[config.mk]
export PLATFORM = sky130hd
export DESIGN_NAME = ascii_position_frame_parser_core_flat
export DESIGN_NICKNAME = d
export VERILOG_FILES = /design/src/design/apfp_pkg.sv /design/src/design/apfp_if.sv /design/src/design/apfp_frame_fsm.sv /design/src/design/apfp_decode.sv /design/src/design/ascii_position_frame_parser_core.sv /design/src/flat_wrapper.sv
export SDC_FILE = /design/constraint.sdc
export NUM_CORES = 1
export LEC_CHECK = 0
export ABC_CLOCK_PERIOD_IN_PS = 19190
export BUFFER_PORTS_ARGS = -buffer_cell sky130_fd_sc_hd__buf_4
export CORE_MARGIN = 2
export CORE_UTILIZATION = 65
export DETAILED_ROUTE_END_ITERATION = 10
export GPL_ROUTABILITY_DRIVEN = 0
export PLACE_DENSITY_LB_ADDON = 0.12
export SYNTH_ARGS = -nofsm -noshare
export SYNTH_HDL_FRONTEND = slang
export SYNTH_SLANG_ARGS = --single-unit
[constraint.sdc]
create_clock -name i_clk -period 19.19 [get_ports i_clk]
set_input_delay 2.8785 -clock i_clk [delete_from_list [all_inputs] [get_ports i_clk]]
set_output_delay 2.8785 -clock i_clk [all_outputs]
set_load 0.05 [all_outputs]
[src/design/apfp_pkg.sv]
package apfp_pkg;

    localparam logic [7:0] HDR_POS  = 8'h55;
    localparam logic [7:0] HDR_CMD  = 8'h66;
    localparam logic [7:0] MINUS_CH = 8'h2D;
    localparam logic [7:0] TRAILER  = 8'hFF;
    localparam logic [7:0] ZERO_CH  = 8'h30;
    localparam logic [7:0] MODE_MAX = 8'd5;

    localparam int unsigned STORE_DEPTH = 8;
    localparam int unsigned IDX_W       = $clog2(STORE_DEPTH);

    localparam logic [3:0] SIGN_CNT    = 4'd4;
    localparam logic [3:0] POS_LEN     = 4'd7;
    localparam logic [3:0] POS_LEN_NEG = 4'd8;

    localparam logic [IDX_W-1:0] SIGN_IDX = 3'd3;

    // three digits weighted 100, 10, 1 each carry the ASCII zero offset
    localparam logic [15:0] DIGIT_BIAS = 16'(ZERO_CH) * 16'd111;

    typedef enum logic [2:0] {
        PH_IDLE     = 3'd0,
        PH_POS_DATA = 3'd1,
        PH_POS_TAIL = 3'd2,
        PH_CMD_DATA = 3'd3,
        PH_CMD_TAIL = 3'd4
    } t_phase;

    typedef enum logic [1:0] {
        ST_POS    = 2'd0,
        ST_MODE   = 2'd1,
        ST_CHARGE = 2'd2,
        ST_BAD    = 2'd3
    } t_status;

    typedef logic [STORE_DEPTH-1:0][7:0] t_store;

    typedef struct packed {
        logic    vld;
        t_status status;
    } t_event;

    typedef struct packed {
        t_status     status;
        logic [15:0] distance;
        logic [15:0] angle_tenths;
        logic [2:0]  mode;
        logic [7:0]  charge_value;
    } t_result;

endpackage

[src/design/apfp_if.sv]
interface apfp_in_if;
    logic       valid;
    logic       ready;
    logic [7:0] rx_byte;

    modport source (output valid, output rx_byte, input ready);
    modport sink   (input valid, input rx_byte, output ready);
endinterface

interface apfp_out_if;
    logic               valid;
    logic               ready;
    logic        [1:0]  status;
    logic        [15:0] distance;
    logic signed [15:0] angle_tenths;
    logic        [2:0]  mode;
    logic        [7:0]  charge_value;

    modport source (output valid, output status, output distance, output angle_tenths,
                    output mode, output charge_value, input ready);
    modport sink   (input valid, input status, input distance, input angle_tenths,
                    input mode, input charge_value, output ready);
endinterface

[src/design/apfp_frame_fsm.sv]
module apfp_frame_fsm
    import apfp_pkg::*;
(
    input  logic       i_clk,
    input  logic       i_rst_n,
    input  logic       i_fire,
    input  logic [7:0] i_byte,
    output t_event     o_evt,
    output t_store     o_store,
    output logic       o_neg
);

    t_phase     r_phase, n_phase;
    logic [3:0] r_count, n_count;
    logic       r_neg, n_neg;
    t_store     r_store;
    logic [3:0] w_count_inc;

    assign w_count_inc = r_count + 4'd1;

    always_comb begin
        n_phase = r_phase;
        n_count = r_count;
        n_neg   = r_neg;
        unique case (r_phase)
            PH_IDLE: begin
                if (i_byte == HDR_POS) begin
                    n_phase = PH_POS_DATA;
                    n_count = '0;
                    n_neg   = 1'b0;
                end else if (i_byte == HDR_CMD) begin
                    n_phase = PH_CMD_DATA;
                    n_count = '0;
                end
            end
            PH_POS_DATA: begin
                n_count = w_count_inc;
                if (w_count_inc == SIGN_CNT) begin
                    n_neg = (i_byte == MINUS_CH);
                end
                if (w_count_inc >= SIGN_CNT &&
                    w_count_inc >= (n_neg ? POS_LEN_NEG : POS_LEN)) begin
                    n_phase = PH_POS_TAIL;
                end
            end
            PH_CMD_DATA: begin
                n_count = 4'd1;
                n_phase = PH_CMD_TAIL;
            end
            default: begin
                n_phase = PH_IDLE;
                n_count = '0;
            end
        endcase
    end

    always_comb begin
        o_evt.vld    = 1'b0;
        o_evt.status = ST_BAD;
        unique case (r_phase)
            PH_POS_TAIL: begin
                o_evt.vld    = 1'b1;
                o_evt.status = (i_byte == TRAILER) ? ST_POS : ST_BAD;
            end
            PH_CMD_TAIL: begin
                o_evt.vld = 1'b1;
                if (i_byte != TRAILER) begin
                    o_evt.status = ST_BAD;
                end else if (r_store[0] <= MODE_MAX) begin
                    o_evt.status = ST_MODE;
                end else begin
                    o_evt.status = ST_CHARGE;
                end
            end
            default: begin
                o_evt.vld    = 1'b0;
                o_evt.status = ST_BAD;
            end
        endcase
    end

    always_ff @(posedge i_clk) begin
        if (!i_rst_n) begin
            r_phase <= PH_IDLE;
            r_count <= '0;
            r_neg   <= 1'b0;
        end else if (i_fire) begin
            r_phase <= n_phase;
            r_count <= n_count;
            r_neg   <= n_neg;
        end
    end

    always_ff @(posedge i_clk) begin
        if (i_fire && r_phase == PH_POS_DATA) begin
            r_store[r_count[IDX_W-1:0]] <= i_byte;
        end else if (i_fire && r_phase == PH_CMD_DATA) begin
            r_store[0] <= i_byte;
        end
    end

    assign o_store = r_store;
    assign o_neg   = r_neg;

endmodule

[src/design/apfp_decode.sv]
module apfp_decode
    import apfp_pkg::*;
(
    input  logic    i_clk,
    input  logic    i_rst_n,
    input  logic    i_fire,
    input  t_event  i_evt,
    input  t_store  i_store,
    input  logic    i_neg,
    output t_result o_res
);

    logic [15:0] r_dist, n_dist;
    logic [15:0] r_angle, n_angle;
    logic [2:0]  r_mode, n_mode;
    logic [7:0]  r_charge, n_charge;

    logic [15:0] w_p0, w_p1, w_p2;
    logic [15:0] w_a1, w_a2, w_a3;
    logic [15:0] w_dist, w_angle_mag;

    assign w_p0 = {8'h00, i_store[0]};
    assign w_p1 = {8'h00, i_store[1]};
    assign w_p2 = {8'h00, i_store[2]};
    assign w_a1 = {8'h00, i_neg ? i_store[4] : i_store[3]};
    assign w_a2 = {8'h00, i_neg ? i_store[5] : i_store[4]};
    assign w_a3 = {8'h00, i_neg ? i_store[7] : i_store[6]};

    assign w_dist      = w_p0 * 16'd100 + w_p1 * 16'd10 + w_p2 - DIGIT_BIAS;
    assign w_angle_mag = w_a1 * 16'd100 + w_a2 * 16'd10 + w_a3 - DIGIT_BIAS;

    always_comb begin
        n_dist   = r_dist;
        n_angle  = r_angle;
        n_mode   = r_mode;
        n_charge = r_charge;
        if (i_evt.vld) begin
            unique case (i_evt.status)
                ST_POS: begin
                    n_dist  = w_dist;
                    n_angle = i_neg ? (~w_angle_mag + 16'd1) : w_angle_mag;
                end
                ST_MODE:   n_mode   = i_store[0][2:0];
                ST_CHARGE: n_charge = i_store[0];
                ST_BAD: begin
                end
            endcase
        end
    end

    always_ff @(posedge i_clk) begin
        if (!i_rst_n) begin
            r_dist   <= '0;
            r_angle  <= '0;
            r_mode   <= '0;
            r_charge <= '0;
        end else if (i_fire && i_evt.vld) begin
            r_dist   <= n_dist;
            r_angle  <= n_angle;
            r_mode   <= n_mode;
            r_charge <= n_charge;
        end
    end

    assign o_res.status       = i_evt.status;
    assign o_res.distance     = n_dist;
    assign o_res.angle_tenths = n_angle;
    assign o_res.mode         = n_mode;
    assign o_res.charge_value = n_charge;

endmodule

[src/design/ascii_position_frame_parser_core.sv]
// Byte deframer for position and command frames.
// i_rx (sink): one received byte per transfer. o_res (source): one result per
// trailer byte, carrying a status code and the held distance, angle, mode and
// charge value after that frame's update; a bad trailer reports status 3 with
// the held values unchanged. Bytes outside a trailer position give no result.
// Datapath: an input register holds the transferred byte, one pass of
// frame-state and constant-multiply logic follows, and an output register
// holds the result. A result is valid once its trailer byte has gone from the
// input register into the output register. One byte is taken in every cycle,
// also while a result waits in the output register, as long as the byte held
// in the input register does not itself produce a result.
// When o_res.ready stays low with a result waiting, the next result-producing
// byte holds in the input register and i_rx.ready drops until the waiting
// result is transferred.
// Synchronous active-low reset returns the parser to idle, clears the held
// values and empties both registers.
module ascii_position_frame_parser_core
    import apfp_pkg::*;
(
    input  logic        i_clk,
    input  logic        i_rst_n,
    apfp_in_if.sink     i_rx,
    apfp_out_if.source  o_res
);

    logic       r_in_vld;
    logic [7:0] r_in_byte;
    logic       r_out_vld;
    t_result    r_out;

    logic       w_fire;
    t_event     w_evt;
    t_store     w_store;
    logic       w_neg;
    t_result    w_res;

    assign w_fire     = r_in_vld && (!w_evt.vld || !r_out_vld || o_res.ready);
    assign i_rx.ready = !r_in_vld || w_fire;

    apfp_frame_fsm u_fsm (
        .i_clk   (i_clk),
        .i_rst_n (i_rst_n),
        .i_fire  (w_fire),
        .i_byte  (r_in_byte),
        .o_evt   (w_evt),
        .o_store (w_store),
        .o_neg   (w_neg)
    );

    apfp_decode u_decode (
        .i_clk   (i_clk),
        .i_rst_n (i_rst_n),
        .i_fire  (w_fire),
        .i_evt   (w_evt),
        .i_store (w_store),
        .i_neg   (w_neg),
        .o_res   (w_res)
    );

    always_ff @(posedge i_clk) begin
        if (!i_rst_n) begin
            r_in_vld  <= 1'b0;
            r_out_vld <= 1'b0;
        end else begin
            if (i_rx.valid && i_rx.ready) begin
                r_in_vld <= 1'b1;
            end else if (w_fire) begin
                r_in_vld <= 1'b0;
            end
            if (w_fire && w_evt.vld) begin
                r_out_vld <= 1'b1;
            end else if (o_res.ready) begin
                r_out_vld <= 1'b0;
            end
        end
    end

    always_ff @(posedge i_clk) begin
        if (i_rx.valid && i_rx.ready) begin
            r_in_byte <= i_rx.rx_byte;
        end
        if (w_fire && w_evt.vld) begin
            r_out <= w_res;
        end
    end

    assign o_res.valid        = r_out_vld;
    assign o_res.status       = r_out.status;
    assign o_res.distance     = r_out.distance;
    assign o_res.angle_tenths = r_out.angle_tenths;
    assign o_res.mode         = r_out.mode;
    assign o_res.charge_value = r_out.charge_value;

endmodule

[src/flat_wrapper.sv]
// flat-port wrapper written by rule: the top's interface ports become plain ports
module ascii_position_frame_parser_core_flat import apfp_pkg::*;
  (i_clk, i_rst_n, i_rx_valid, i_rx_rx_byte, i_rx_ready, o_res_valid, o_res_status, o_res_distance, o_res_angle_tenths, o_res_mode, o_res_charge_value, o_res_ready);
  apfp_in_if i_rx_i ();
  apfp_out_if o_res_i ();
  input  logic i_clk;
  input  logic i_rst_n;
  input wire logic [$bits(i_rx_i.valid)-1:0] i_rx_valid;
  input wire logic [$bits(i_rx_i.rx_byte)-1:0] i_rx_rx_byte;
  output wire logic [$bits(i_rx_i.ready)-1:0] i_rx_ready;
  output wire logic [$bits(o_res_i.valid)-1:0] o_res_valid;
  output wire logic [$bits(o_res_i.status)-1:0] o_res_status;
  output wire logic [$bits(o_res_i.distance)-1:0] o_res_distance;
  output wire logic [$bits(o_res_i.angle_tenths)-1:0] o_res_angle_tenths;
  output wire logic [$bits(o_res_i.mode)-1:0] o_res_mode;
  output wire logic [$bits(o_res_i.charge_value)-1:0] o_res_charge_value;
  input wire logic [$bits(o_res_i.ready)-1:0] o_res_ready;
  assign i_rx_i.valid = i_rx_valid;
  assign i_rx_i.rx_byte = i_rx_rx_byte;
  assign i_rx_ready = i_rx_i.ready;
  assign o_res_valid = o_res_i.valid;
  assign o_res_status = o_res_i.status;
  assign o_res_distance = o_res_i.distance;
  assign o_res_angle_tenths = o_res_i.angle_tenths;
  assign o_res_mode = o_res_i.mode;
  assign o_res_charge_value = o_res_i.charge_value;
  assign o_res_i.ready = o_res_ready;
  ascii_position_frame_parser_core u_core (.i_clk(i_clk), .i_rst_n(i_rst_n), .i_rx(i_rx_i), .o_res(o_res_i));
endmodule
# ---- Word level (Yosys, flattened, before mapping)
# Index checks and enable logic that the tools add are counted.
dict set report classes {
  addsub 8
  div 0
  shift 0
  n_lt_le_gt_ge 5
  reduce_logical 22
  multipliers 4
  bitwise_logic 1
  n_mux 37
  n_eq_ne 15
}
# cell n
set ops {}
lappend ops {{$mux 16} 5}
lappend ops {{$bwmux 64} 1}
lappend ops {{$mux 8} 8}
lappend ops {{$add 15x12->16} 2}
lappend ops {{$add 16x8->16} 2}
lappend ops {{$sub 16x13->16 const B} 2}
lappend ops {{$mul 8x5->13 const B} 2}
lappend ops {{$demux 8 s3} 1}
lappend ops {{$mul 8x3->11 const B} 2}
lappend ops {{$add 16x1->16 const B} 1}
lappend ops {{$eq 8x7->1 const B} 2}
lappend ops {{$not 16->16} 1}
lappend ops {{$mux 3} 5}
lappend ops {{$mux 4} 3}
lappend ops {{$pmux 4 s3} 1}
lappend ops {{$pmux 3 s3} 1}
lappend ops {{$eq 8x6->1 const B} 1}
lappend ops {{$eq 8x8->1 const B} 1}
lappend ops {{$le 8x3->1 const B} 1}
lappend ops {{$ne 8x8->1 const B} 1}
lappend ops {{$reduce_bool 2->1} 4}
lappend ops {{$logic_and 1x1->1} 7}
lappend ops {{$mux 1} 7}
lappend ops {{$eq 3x2->1 const B} 2}
lappend ops {{21 further kinds} 29}
dict set report word_totals {
  latch_bits 0
  rom_bits 0
  memories 0
  output_inout_bits 47
  ramBits 0
  in_bits 12
  ff_bits 170
  word_cells 115
}

# ---- Logic depth before layout (Yosys ltp)
# Gate-level depths: netlist (run 1).
dict set report depth {
  depth_word 11
  ltp_mapped 27
  ltp_nobuf 24
}

# ---- Cells and area by module
# A second synthesis (run 1) with hierarchy kept.
dict set report hier_totals {
  cells_unflattened 1014
  hier_area_um2 10767.8
}
# mod area_each_um2 seq_area_each_um2 n_inst cells_each
set modules_own_cells {}
lappend modules_own_cells {apfp_decode 6313.6 860.8 1 776}
lappend modules_own_cells {apfp_frame_fsm 2745.1 2082.0 1 173}
lappend modules_own_cells {ascii_position_frame_parser_core 1709.1 1631.6 1 65}

# ---- Least setup slack after synthesis (run 1)
# OpenSTA, ideal clock, no wires.
dict set report synth_timing {
  path_kind {input-to-output}
  start {in o_res_ready}
  end {out i_rx_ready}
  arrival_ns 3.511
  slack_ns 12.801
  required_ns 16.312
  cell_stages 2
  n_path_buf 0
  path_cell_list {nor2b_1 -> nand3_1}
}
dict set report synth_via {
  elab_chain_cells 3
}
# item line_no
set synth_rtl {}
lappend synth_rtl {{start, declared} flat_wrapper.sv:17} ;# input wire logic [$bits(o_res_i.ready)-1:0] o_res_ready;
lappend synth_rtl {{$logic_or 1x1->1} ascii_position_frame_parser_core.sv:37} ;# assign w_fire = r_in_vld && (!w_evt.vld || !r_out_vld || o_res.ready);
lappend synth_rtl {{$logic_and 1x1->1} ascii_position_frame_parser_core.sv:37}
lappend synth_rtl {{$logic_or 1x1->1} ascii_position_frame_parser_core.sv:38} ;# assign i_rx.ready = !r_in_vld || w_fire;
lappend synth_rtl {{end, declared} flat_wrapper.sv:10} ;# output wire logic [$bits(i_rx_i.ready)-1:0] i_rx_ready;
# No other way between the ends.

# ---- Worst setup path in the final report (run 1)
dict set report layout_timing {
  start {reg u_core.u_fsm.r_neg, in the netlist u_core.u_fsm.o_neg}
  end {reg u_core.r_out (netlist bit u_core.o_res.angle_tenths[15]), data pin}
}
dict set report layout_via {
  elab_chain_cells 10
  elab_cells_between_ends 13
  cone_classes {add/sub (4); mul (2); mux (6); bitwise (1)}
}
# item line_no
set layout_rtl {}
lappend layout_rtl {{start, declared} apfp_frame_fsm.sv:15} ;# logic r_neg, n_neg;
lappend layout_rtl {{start signal, assigned} apfp_frame_fsm.sv:90} ;# r_neg <= n_neg;
lappend layout_rtl {{$mux 8, on equally long branches} {apfp_decode.sv:26, apfp_decode.sv:25}}
lappend layout_rtl {{$mul 8x3->11 or $mul 8x5->13 (tied branches)} apfp_decode.sv:30} ;# assign w_angle_mag = w_a1 * 16'd100 + w_a2 * 16'd10 + w_a3 - DIGIT_BIAS;
lappend layout_rtl {{$add 15x12->16} apfp_decode.sv:30}
lappend layout_rtl {{$add 16x8->16} apfp_decode.sv:30}
lappend layout_rtl {{$sub 16x13->16} apfp_decode.sv:30}
lappend layout_rtl {{$not 16->16} apfp_decode.sv:41} ;# n_angle = i_neg ? (~w_angle_mag + 16'd1) : w_angle_mag;
lappend layout_rtl {{$add 16x1->16} apfp_decode.sv:41}
lappend layout_rtl {{$mux 16 (*)} apfp_decode.sv:41}
lappend layout_rtl {{$mux 16 (*)} apfp_decode.sv:38} ;# unique case (i_evt.status)
lappend layout_rtl {{$mux 16 (*)} apfp_decode.sv:37} ;# if (i_evt.vld) begin
lappend layout_rtl {{named net u_core.u_decode.n_angle[15]} apfp_decode.sv:14} ;# logic [15:0] r_angle, n_angle;
lappend layout_rtl {{end signal, assigned} ascii_position_frame_parser_core.sv:83} ;# r_out <= w_res;
lappend layout_rtl {{end, declared} ascii_position_frame_parser_core.sv:29} ;# t_result r_out;
# Mark *: on every way through the listed nets, which the timed path passes. The rest lies on a longest branch.
# A chain may end at the register's enable or synchronous reset.

==> results of run 1 <==
cell type report:
cell class                 instances  area [µm²]
clock buffer                      18         429
clock inverter                    14         146
fill                            1065        4060
inverter                          95         357
multi-input combinational        709        5630
sequential                       170        4570
tap                              216         270
timing repair buffer              64         480
layout by cell type (no fill, tap or decap), types with 4 or more instances in the layout:
master / synthesis / layout
dfxtp_1: 53 / 53
inv_6: 0 / 4
a21oi_1: 57 / 57
nand2b_1: 12 / 12
nand3_1: 12 / 12
a211oi_1: 8 / 8
xnor2_1: 32 / 32
o21a_1: 4 / 4
or3_1: 7 / 7
nor2_1: 71 / 71
nand2_1: 89 / 89
inv_1: 92 / 92
ha_1: 148 / 148
clkbuf_16: 0 / 17
o21ai_0: 43 / 43
o21bai_1: 9 / 9
mux2i_1: 11 / 11
nand4_1: 4 / 4
buf_4: 0 / 64
clkinv_2: 0 / 4
mux2_2: 34 / 34
a21o_1: 13 / 13
xor2_1: 26 / 26
edfxtp_1: 117 / 117
nor2b_1: 18 / 18
o31ai_1: 7 / 7
nor3_1: 22 / 22
fa_1: 22 / 22
flip-flops by register name, summed over array words and instances (netlist names):
| register | count |
|---|---|
| u_core.u_fsm.o_store | 64 |
| u_core.o_res.charge_value | 8 |
| u_core.o_res.distance | 16 |
| u_core.u_decode.r_dist | 16 |
| u_core.u_decode.r_mode | 3 |
| u_core.o_res.valid | 1 |
| u_core.u_fsm.r_count | 4 |
| u_core.r_in_vld | 1 |
| u_core.o_res.status | 2 |
| u_core.u_fsm.r_phase | 3 |
| u_core.o_res.angle_tenths | 16 |
| u_core.u_decode.r_angle | 16 |
| u_core.u_fsm.o_neg | 1 |
| u_core.o_res.mode | 3 |
| u_core.u_decode.r_charge | 8 |
| u_core.r_in_byte | 8 |
metal layers:
layer / vias up / share of wire [%]
met2: 220 / 47
met5: - / 0
met4: 0 / 1.2
li1: 3642 / -
met3: 23 / 5.0
met1: 3491 / 47
power breakdown:
part / leakage, nW / switching, W / internal, W
Clock: 0.277 / 0.000146 / 0.000192
Sequential: 1.39 / 0.00000599 / 0.000393
Combinational: 3.17 / 0.00000548 / 0.00000412
worst max path at each step:
stage                                    start                                 endpoint  slack, ps  cells after the start
2_1_floorplan                      o_res_ready                               i_rx_ready      12800                      2
3_3_place_gp                       o_res_ready                               i_rx_ready      12790                      4
3_5_place_dp                       o_res_ready                               i_rx_ready      12770                      4
4_1_cts                            o_res_ready                               i_rx_ready      12770                      4
5_1_grt        u_core.u_fsm.o_neg$_SDFFE_PN0P_  u_core.o_res.angle_tenths[15]$_DFFE_PP_      12280                     24
6_report       u_core.u_fsm.o_neg$_SDFFE_PN0P_  u_core.o_res.angle_tenths[15]$_DFFE_PP_      12730                     24
logic make-up after synthesis:
logic type               after synthesis  synth area share, %
XOR/XNOR                              58                 4.76
buffers and inverters                125                 4.42
AO/OA/AOI/OAI                        176                 10.5
multiplexers                          45                 4.62
adder cells (fa/ha/maj)              170                 21.5
AND/OR/NAND/NOR                      260                 11.4
flip-flops                           170                 42.9
metrics by stage:
step                      total power [W]  utilization, %  setup WS, ps  std cells
final                            0.000746            74.5         12730       1286
after global routing             0.000764            74.5         12280       1286
after CTS                        0.000748            74.5         12770       1286
after detailed placement         0.000416            70.9         12770       1254
after global placement           0.000416            70.9         12790       1254
after floorplan                  0.000409               -         12800       1004
worst max-delay path: cells and delay by family (launching register included):
family / cells / cell delay (ps)
buf+inv: 3 / 610
mux: 1 / 370
xor+xnor: 1 / 260
compound gates: 7 / 1630
simple gates: 5 / 520
flops: 1 / 360
fa+ha+maj: 7 / 2430
==> impl_metrics.ini, run 1 <==
[setup_path]
critPathMaxFanout = 39
crit_arrival_ps = 6620
crit_type = register to register
r2r_slack_ps = 12730
r2r-end = u_core.o_res.angle_tenths[15]$_DFFE_PP_
cp_common_cell = ha_1
r2r-start = u_core.u_fsm.o_neg$_SDFFE_PN0P_
end_kind = register
crit_path_start_kind = register
reg2regPathDepth = 24
worstPathCellList = buf_4 -> mux2i_1 -> inv_1 -> ha_1 -> ha_1 -> fa_1 -> ha_1 -> a21oi_1 -> nor2b_1 -> o21a_1 -> o21ai_0 -> nand2_1 -> ha_1 -> inv_1 -> ha_1 -> ha_1 -> and2_1 -> nand2_1 -> a211oi_1 -> o31a_1 -> nor2_1 -> o41ai_1 -> xnor2_1 -> o21ai_0
crit_required_ps = 19350
cp_slowest_cell = fa_1
cp_slowest_stage_delay_ps = 460

[drt]
route.detailed.drc = 0
wirelength_um = 21000
wl_per_cell_um = 16.4
drt_iter0_drc = 537
ant_nets = 0
num_vias = 7376
via_per_inst = 5.74
dr.pass1.iters = 5

[logic_synthesis]
synthArstFlopShare_pct = 0
synth_seq_cells = 170
synth_warnings = 0
yosysTopAreaCell = edfxtp_1
synth_cell_type_count = 66
ys.flop_type = edfxtp_1
seq_area_frac_synth_pct = 42.9
syn_inst = 1004
synth_edf_count = 117
yosysMostFrequentCell = ha_1
syn_area_um2 = 10700
synthTopCellsByArea = edfxtp_1, ha_1, dfxtp_1
syn_area_per_cell_um2 = 10.6
syn_nets = 1186
synth_top_area_share_pct = 32.9
synthTopCellsByCount = ha_1, edfxtp_1, inv_1

[placement]
portBuffers = 58
dpl.hpwl_um = 15400
placed_cell_area_um2 = 11300

[global_routing]
globalRouteOverflowTotal = 0
grtUsageMet1_pct = 35.0
met2_usage_pct = 39.8
track_usage_pct = 24.7
antenna_found_initial = 0
grt_start_max_net_pins = 70
grt_util_met3_pct = 3.42
busiest_layer = met2
grt_pass1_vias = 6987
grt_pass1_wl_um = 34200

[sta]
worst_clock_skew_ps = 7.93
max_freq_mhz = 155
rsz0062_at_grt = no
relSlewSlack_pct = 20.8
setup-violations-final = 0
layout_min_cycle_time_ps = 6460
hold_slack_ps = 452
finalHoldViolCount = 0
period_share_pct = 33.7
worst_pin_slew_ps = 1180
slew_viol_final = 0
fin_setup_tns_ps = 0

[worst_hold_path]
min_from = u_core.u_decode.r_charge[4]$_SDFFE_PN0P_
hold_end = u_core.u_decode.r_charge[4]$_SDFFE_PN0P_
hold_class = register to register
min_path_cells = 2

[floorplan]
num_io_pins = 59
die_h_um = 132
die_x_um = 132
start_util_pct = 67.0
core-area_um2 = 15900
dieArea_um2 = 17500
rows = 46

[final_layout]
final_nets = 1239
antenna_cells = 0
area_growth_pct = 11.3
drive_above_1_share_pct = 13.0
finalInstanceArea_um2 = 11900

[clock_network]
cts_root_buf = clkbuf_16
ctsResizeCount = 0
cts_tree = done
cts_setup_buffers = 0
cts.sinks = 170
insertion_delay_ps = 430
cts_buffer_depth = 2
clk_pin_slew_ps = 60
cts-buffers-inserted = 17
h-tree-depth = 4
cts_hold_buf = 0

[pwr]
power.leakage_nw = 4.84
peakVddDrop_mv = 0.0647
p_per_area_nw_per_um2 = 62.8

[status]
status = complete, no violations

[flow_run]
timing.max_cap.violations = 0
Power figures use the tool's default switching activity.
==> inputs of run 2 (changes only) <==
ABC_CLOCK_PERIOD_IN_PS = 5400   (was 19190)
CORE_UTILIZATION = 56   (was 65)
clock period = 5.4 ns   (was 19.19 ns; I/O delays follow)
==> run 2 against run 1 <==
Clock skew is 1.3 ps higher; die area grew 16%; non-clock buffer count rose by 42; design area increased by 6.4%; routed wire length increased by 2.1%; sequential cell count did not move; the run now ends with negative setup slack left; setup slack worse by 13000 ps; fmax up 20%; highest routed layer unchanged; hold slack about the same; critical endpoint is now u_core.o_res.angle_tenths[14]$_DFFE_PP_.
==> impl_metrics.ini, run 2 (synthesis gave the netlist of run 1 again) <==
[placement]
portBuffers = 58
dpl.hpwl_um = 15900
dpl_worst_slack_ps = -82.1
placed_cell_area_um2 = 11800

[floorplan]
dieArea_um2 = 20200
rows = 50
core-area_um2 = 18700
num_io_pins = 59
die_x_um = 142
start_util_pct = 57.1
die_h_um = 142

[flow_run]
timing.max_cap.violations = 0

[worst_hold_path]
hold_class = register to register

[setup_path]
crit_type = register to register
worst-path-stages = 20
reg2regPathDepth = 20
cp_slowest_cell = or4b_4
r2r-start = u_core.u_fsm.o_neg$_SDFFE_PN0P_
cp-endpoint = u_core.o_res.angle_tenths[14]$_DFFE_PP_
cp_slowest_stage_delay_ps = 490
critPathMaxFanout = 6
crit_path_start_kind = register
crit_required_ps = 5570
end_kind = register
crit_family = adder cells
worstPathCellList = buf_12 -> mux2_4 -> ha_4 -> ha_4 -> fa_1 -> ha_4 -> a21oi_4 -> xor2_2 -> ha_1 -> inv_2 -> ha_4 -> ha_4 -> nor3b_1 -> a311o_1 -> a311oi_2 -> or4b_4 -> or2_4 -> o41ai_4 -> xor2_1 -> o21ai_1
cp_num_buf_inv = 2
cp-startpoint = u_core.u_fsm.o_neg$_SDFFE_PN0P_
r2r-end = u_core.o_res.angle_tenths[14]$_DFFE_PP_
r2r_slack_ps = -0.5
cp_common_cell = ha_4
crit_arrival_ps = 5570

[sta]
rsz0062_at_grt = yes
worst_clock_skew_ps = 9.19
relSlewSlack_pct = 19.9
period_share_pct = 100
slew_viol_final = 0
fin_setup_tns_ps = -0.547
max_freq_mhz = 185
finalHoldViolCount = 0
layout_min_cycle_time_ps = 5400
setup_slack_ps = -0.547
worst_pin_slew_ps = 1190
setup-violations-final = 1

[global_routing]
globalRouteOverflowTotal = 0
track_usage_pct = 21.6
antenna_found_initial = 0
grt_pass1_wl_um = 34200
grt_start_max_net_pins = 56
grt_pass1_vias = 7068

[clock_network]
cts_tree = done
cts_hold_buf = 0
h-tree-depth = 4
cts_root_buf = clkbuf_16
cts_buffer_depth = 2
clk_pin_slew_ps = 70
cts.sinks = 170
insertion_delay_ps = 420
cts-buffers-inserted = 17

[final_layout]
finalInstanceArea_um2 = 12600
final_core_util_pct = 67.6
antenna_cells = 0
most-common-layout-cells = ha_1, edfxtp_1, buf_4
fillers = 1435
final_common_cell = ha_1
final_nets = 1281
drive_above_1_share_pct = 21.0
area_growth_pct = 18.5
largest_reg_flops = 64

[drt]
route.detailed.drc = 0
drt_iter0_drc = 409
via_per_inst = 5.53
ant_nets = 0
wirelength_um = 21500
dr.pass1.iters = 5
num_vias = 7440
wl_per_cell_um = 16.0

[pwr]
power_w = 0.00257
power.leakage_nw = 5.07
peakVddDrop_mv = 0.223
p_per_area_nw_per_um2 = 203

[status]
failed_checks = negative setup slack
status = finished, violations left
[run 2: cell types whose count changed in the layout (fill, tap and decap cells not counted), moves of 4 or more]
cell and delta:
a21oi_1 -6, a21oi_2 +5, buf_4 +38, clkinv_2 -4, ha_1 -21, ha_4 +18, inv_1 -6, inv_2 +6
mux2_2 -4, mux2_4 +4, o21ai_0 -8, o21ai_1 +5
[run 2: cell type report]
class	instances	area [µm²]	area share [%]
Inverter	95	357	2.82
Clock inverter	11	87.6	0.693
Sequential cell	170	4580	36.2
Tap cell	234	293	2.32
Timing Repair Buffer	106	820	6.48
Multi-Input combinational cell	709	6060	47.9
Clock buffer	21	450	3.56
[run 2: worst min path at each step]
stage                                              from                                  endpoint  slack, ps  cells past startpoint
3_5_place_dp   u_core.u_decode.r_charge[3]$_SDFFE_PN0P_  u_core.u_decode.r_charge[3]$_SDFFE_PN0P_        450                      2
3_3_place_gp   u_core.u_decode.r_angle[11]$_SDFFE_PN0P_  u_core.u_decode.r_angle[11]$_SDFFE_PN0P_        440                      2
6_report       u_core.u_decode.r_charge[5]$_SDFFE_PN0P_  u_core.u_decode.r_charge[5]$_SDFFE_PN0P_        450                      2
5_1_grt        u_core.u_decode.r_charge[3]$_SDFFE_PN0P_  u_core.u_decode.r_charge[3]$_SDFFE_PN0P_        470                      2
2_1_floorplan  u_core.u_decode.r_angle[11]$_SDFFE_PN0P_  u_core.u_decode.r_angle[11]$_SDFFE_PN0P_        430                      2
4_1_cts        u_core.u_decode.r_charge[3]$_SDFFE_PN0P_  u_core.u_decode.r_charge[3]$_SDFFE_PN0P_        460                      2
[run 2: layer usage]
metal | up-vias | GRT usage, % | wire, µm
li1 | 3738 | - | -
met1 | 3522 | 30.2 | 10500
met2 | 165 | 35.2 | 9860
met3 | 15 | 3.50 | 908
met4 | 0 | 5.74 | 257
met5 | - | 0 | 0
[run 2: metrics by stage]
step	std cells	hold WS (ps)
after global routing	1346	470
after global placement	1306	437
final	1346	453
after CTS	1338	456
after detailed placement	1306	447
after floorplan	1004	431
[run 2: worst register-to-register path, cell delays in order (launching register included)]
cell and delay, ps:
dfxtp_4 360, buf_12 130, mux2_4 330, ha_4 280, ha_4 190, fa_1 480
ha_4 320, a21oi_4 70, xor2_2 170, ha_1 290, inv_2 50, ha_4 260
ha_4 210, nor3b_1 150, a311o_1 280, a311oi_2 210, or4b_4 490, or2_4 260
o41ai_4 290, xor2_1 220, o21ai_1 80
[run 2: what timing repair did]
item	4_1_cts	5_1_grt
pin swaps	5	28
resized for setup	11	44
hold endpoints to repair	0	0
setup endpoints to repair	3	12
setup buffers	0	8
[run 2: report_power, final]
part / internal, W / switching [W]
sequential: 0.00139 / 0.0000215
clock: 0.000607 / 0.000512
combinational: 0.0000146 / 0.0000196
total: 0.00202 / 0.000553
==> inputs of run 3 (changes only) <==
TNS_END_PERCENT = 30   (was unset)
==> run 3 against run 2 <==
The flow still finishes with violations (negative setup slack); non-clock buffer count decreased by 1; combinational power about the same; sequential share of layout area about the same; clock power about the same; design area decreased by 0.12%; routed wire length increased by 0.16%.
==> impl_metrics.ini, run 3 (synthesis gave the netlist of run 1 again) <==
[global_routing]
track_usage_pct = 21.6
grt_pass1_wl_um = 34100
globalRouteOverflowTotal = 0
antenna_found_initial = 0
grt_pass1_vias = 7050
grt_start_max_net_pins = 56

[pwr]
peakVddDrop_mv = 0.221
power_w = 0.00257
p_per_area_nw_per_um2 = 204
power.leakage_nw = 5.06

[setup_path]
r2r_slack_ps = -20
reg2regPathDepth = 20
crit_path_start_kind = register
r2r-end = u_core.o_res.angle_tenths[14]$_DFFE_PP_
crit_required_ps = 5560
end_kind = register
cp_slowest_stage_delay_ps = 500
cp_common_cell = ha_4
crit_type = register to register
cp_slowest_cell = or4b_4
r2r-start = u_core.u_fsm.o_neg$_SDFFE_PN0P_
critPathMaxFanout = 6
worstPathCellList = buf_12 -> mux2_4 -> ha_4 -> ha_4 -> fa_1 -> ha_4 -> a21oi_4 -> xor2_2 -> ha_1 -> inv_2 -> ha_4 -> ha_4 -> nor3b_1 -> a311o_1 -> a311oi_2 -> or4b_4 -> or2_4 -> o41ai_4 -> xor2_1 -> o21ai_1
crit_arrival_ps = 5580

[worst_hold_path]
hold_class = register to register
min_from = u_core.u_decode.r_charge[5]$_SDFFE_PN0P_
min_path_cells = 2
hold_end = u_core.u_decode.r_charge[5]$_SDFFE_PN0P_

[drt]
num_vias = 7493
via_per_inst = 5.57
wirelength_um = 21500
wl_per_cell_um = 16.0
drt_iter0_drc = 397
dr.pass1.iters = 5
ant_nets = 0
route.detailed.drc = 0

[clock_network]
clk_pin_slew_ps = 70
cts_root_buf = clkbuf_16
cts.sinks = 170
cts_buffer_depth = 2
cts_hold_buf = 0
insertion_delay_ps = 420
cts_tree = done
h-tree-depth = 4
cts-buffers-inserted = 17

[sta]
slew_viol_final = 0
layout_min_cycle_time_ps = 5420
fin_setup_tns_ps = -17.1
period_share_pct = 100
worst_clock_skew_ps = 8.90
setup_slack_ps = -17.1
max_freq_mhz = 185
setup-violations-final = 1
relSlewSlack_pct = 21.3
finalHoldViolCount = 0
rsz0062_at_grt = yes
worst_pin_slew_ps = 1170

[final_layout]
final_common_cell = ha_1
largest_reg_flops = 64
finalInstanceArea_um2 = 12600
drive_above_1_share_pct = 20.8
final_nets = 1280
most-common-layout-cells = ha_1, edfxtp_1, buf_4
area_growth_pct = 18.3
fillers = 1436
antenna_cells = 0

[status]
status = finished, violations left
failed_checks = negative setup slack

[placement]
portBuffers = 58
dpl_worst_slack_ps = -82.1
placed_cell_area_um2 = 11800
dpl.hpwl_um = 15900

[flow_run]
timing.max_cap.violations = 0

[floorplan]
start_util_pct = 57.1
core-area_um2 = 18700
die_h_um = 142
die_x_um = 142
dieArea_um2 = 20200
rows = 50
num_io_pins = 59
==> run 3: worst max-delay path by stage <==
stage / slack [ps] / endpoint / cells after the start / start
2_1_floorplan: -100 / u_core.o_res.angle_tenths[14]$_DFFE_PP_ / 22 / u_core.u_fsm.o_neg$_SDFFE_PN0P_
3_3_place_gp: 20 / u_core.o_res.angle_tenths[14]$_DFFE_PP_ / 21 / u_core.u_fsm.o_neg$_SDFFE_PN0P_
3_5_place_dp: -80 / u_core.o_res.angle_tenths[14]$_DFFE_PP_ / 18 / u_core.u_fsm.o_neg$_SDFFE_PN0P_
4_1_cts: 1 / u_core.o_res.angle_tenths[15]$_DFFE_PP_ / 23 / u_core.u_fsm.o_neg$_SDFFE_PN0P_
5_1_grt: -240 / u_core.o_res.angle_tenths[14]$_DFFE_PP_ / 22 / u_core.u_fsm.o_neg$_SDFFE_PN0P_
6_report: -20 / u_core.o_res.angle_tenths[14]$_DFFE_PP_ / 20 / u_core.u_fsm.o_neg$_SDFFE_PN0P_
==> run 3: metrics by stage <==
stage	std cells	util (%)	hold WS [ps]
floorplan	1004	-	431
global placement	1306	63.0	437
detailed placement	1306	63.0	447
CTS	1338	66.0	456
global route	1345	67.5	470
finish	1345	67.5	454
==> run 3: critical path: cells and delay by family (launching register included) <==
family | cells | cell delay [ps]
XOR/XNOR | 2 | 390
AO/OA/AOI/OAI | 5 | 940
buffers and inverters | 2 | 170
flip-flops | 1 | 370
AND/OR/NAND/NOR | 3 | 910
adder cells (fa/ha/maj) | 7 | 2030
multiplexers | 1 | 330
==> run 3: power by group <==
group | internal [W] | switching, W | leakage, nW
registers | 0.00139 | 0.0000219 | 1.39
clock network | 0.000607 | 0.000513 | 0.248
logic | 0.0000146 | 0.0000197 | 3.42
==> run 3: layout make-up <==
cell class                      count  area [µm²]  area share [%]
Clock buffer                       21         450            3.57
Clock inverter                     11        87.6           0.694
Inverter                           95         357            2.82
Multi-Input combinational cell    709        6050            47.9
Sequential cell                   170        4580            36.3
Tap cell                          234         293            2.32
Timing Repair Buffer              105         812            6.43
==> run 3: timing repair <==
| action | CTS | global route |
|---|---|---|
| setup buffers | 0 | 7 |
| pin swaps | 5 | 27 |
| gates resized for setup | 10 | 41 |
| endpoints found under the setup margin | 3 | 12 |
==> run 3: metal layers <==
metal / share of wire, % / routed length [µm] / GRT usage, % / vias up
met5: 0 / 0 / 0 / -
li1: - / - / - / 3729
met1: 49 / 10600 / 30.2 / 3588
met4: 1.3 / 283 / 5.74 / 0
met3: 3.6 / 785 / 3.50 / 18
met2: 46 / 9820 / 35.1 / 158
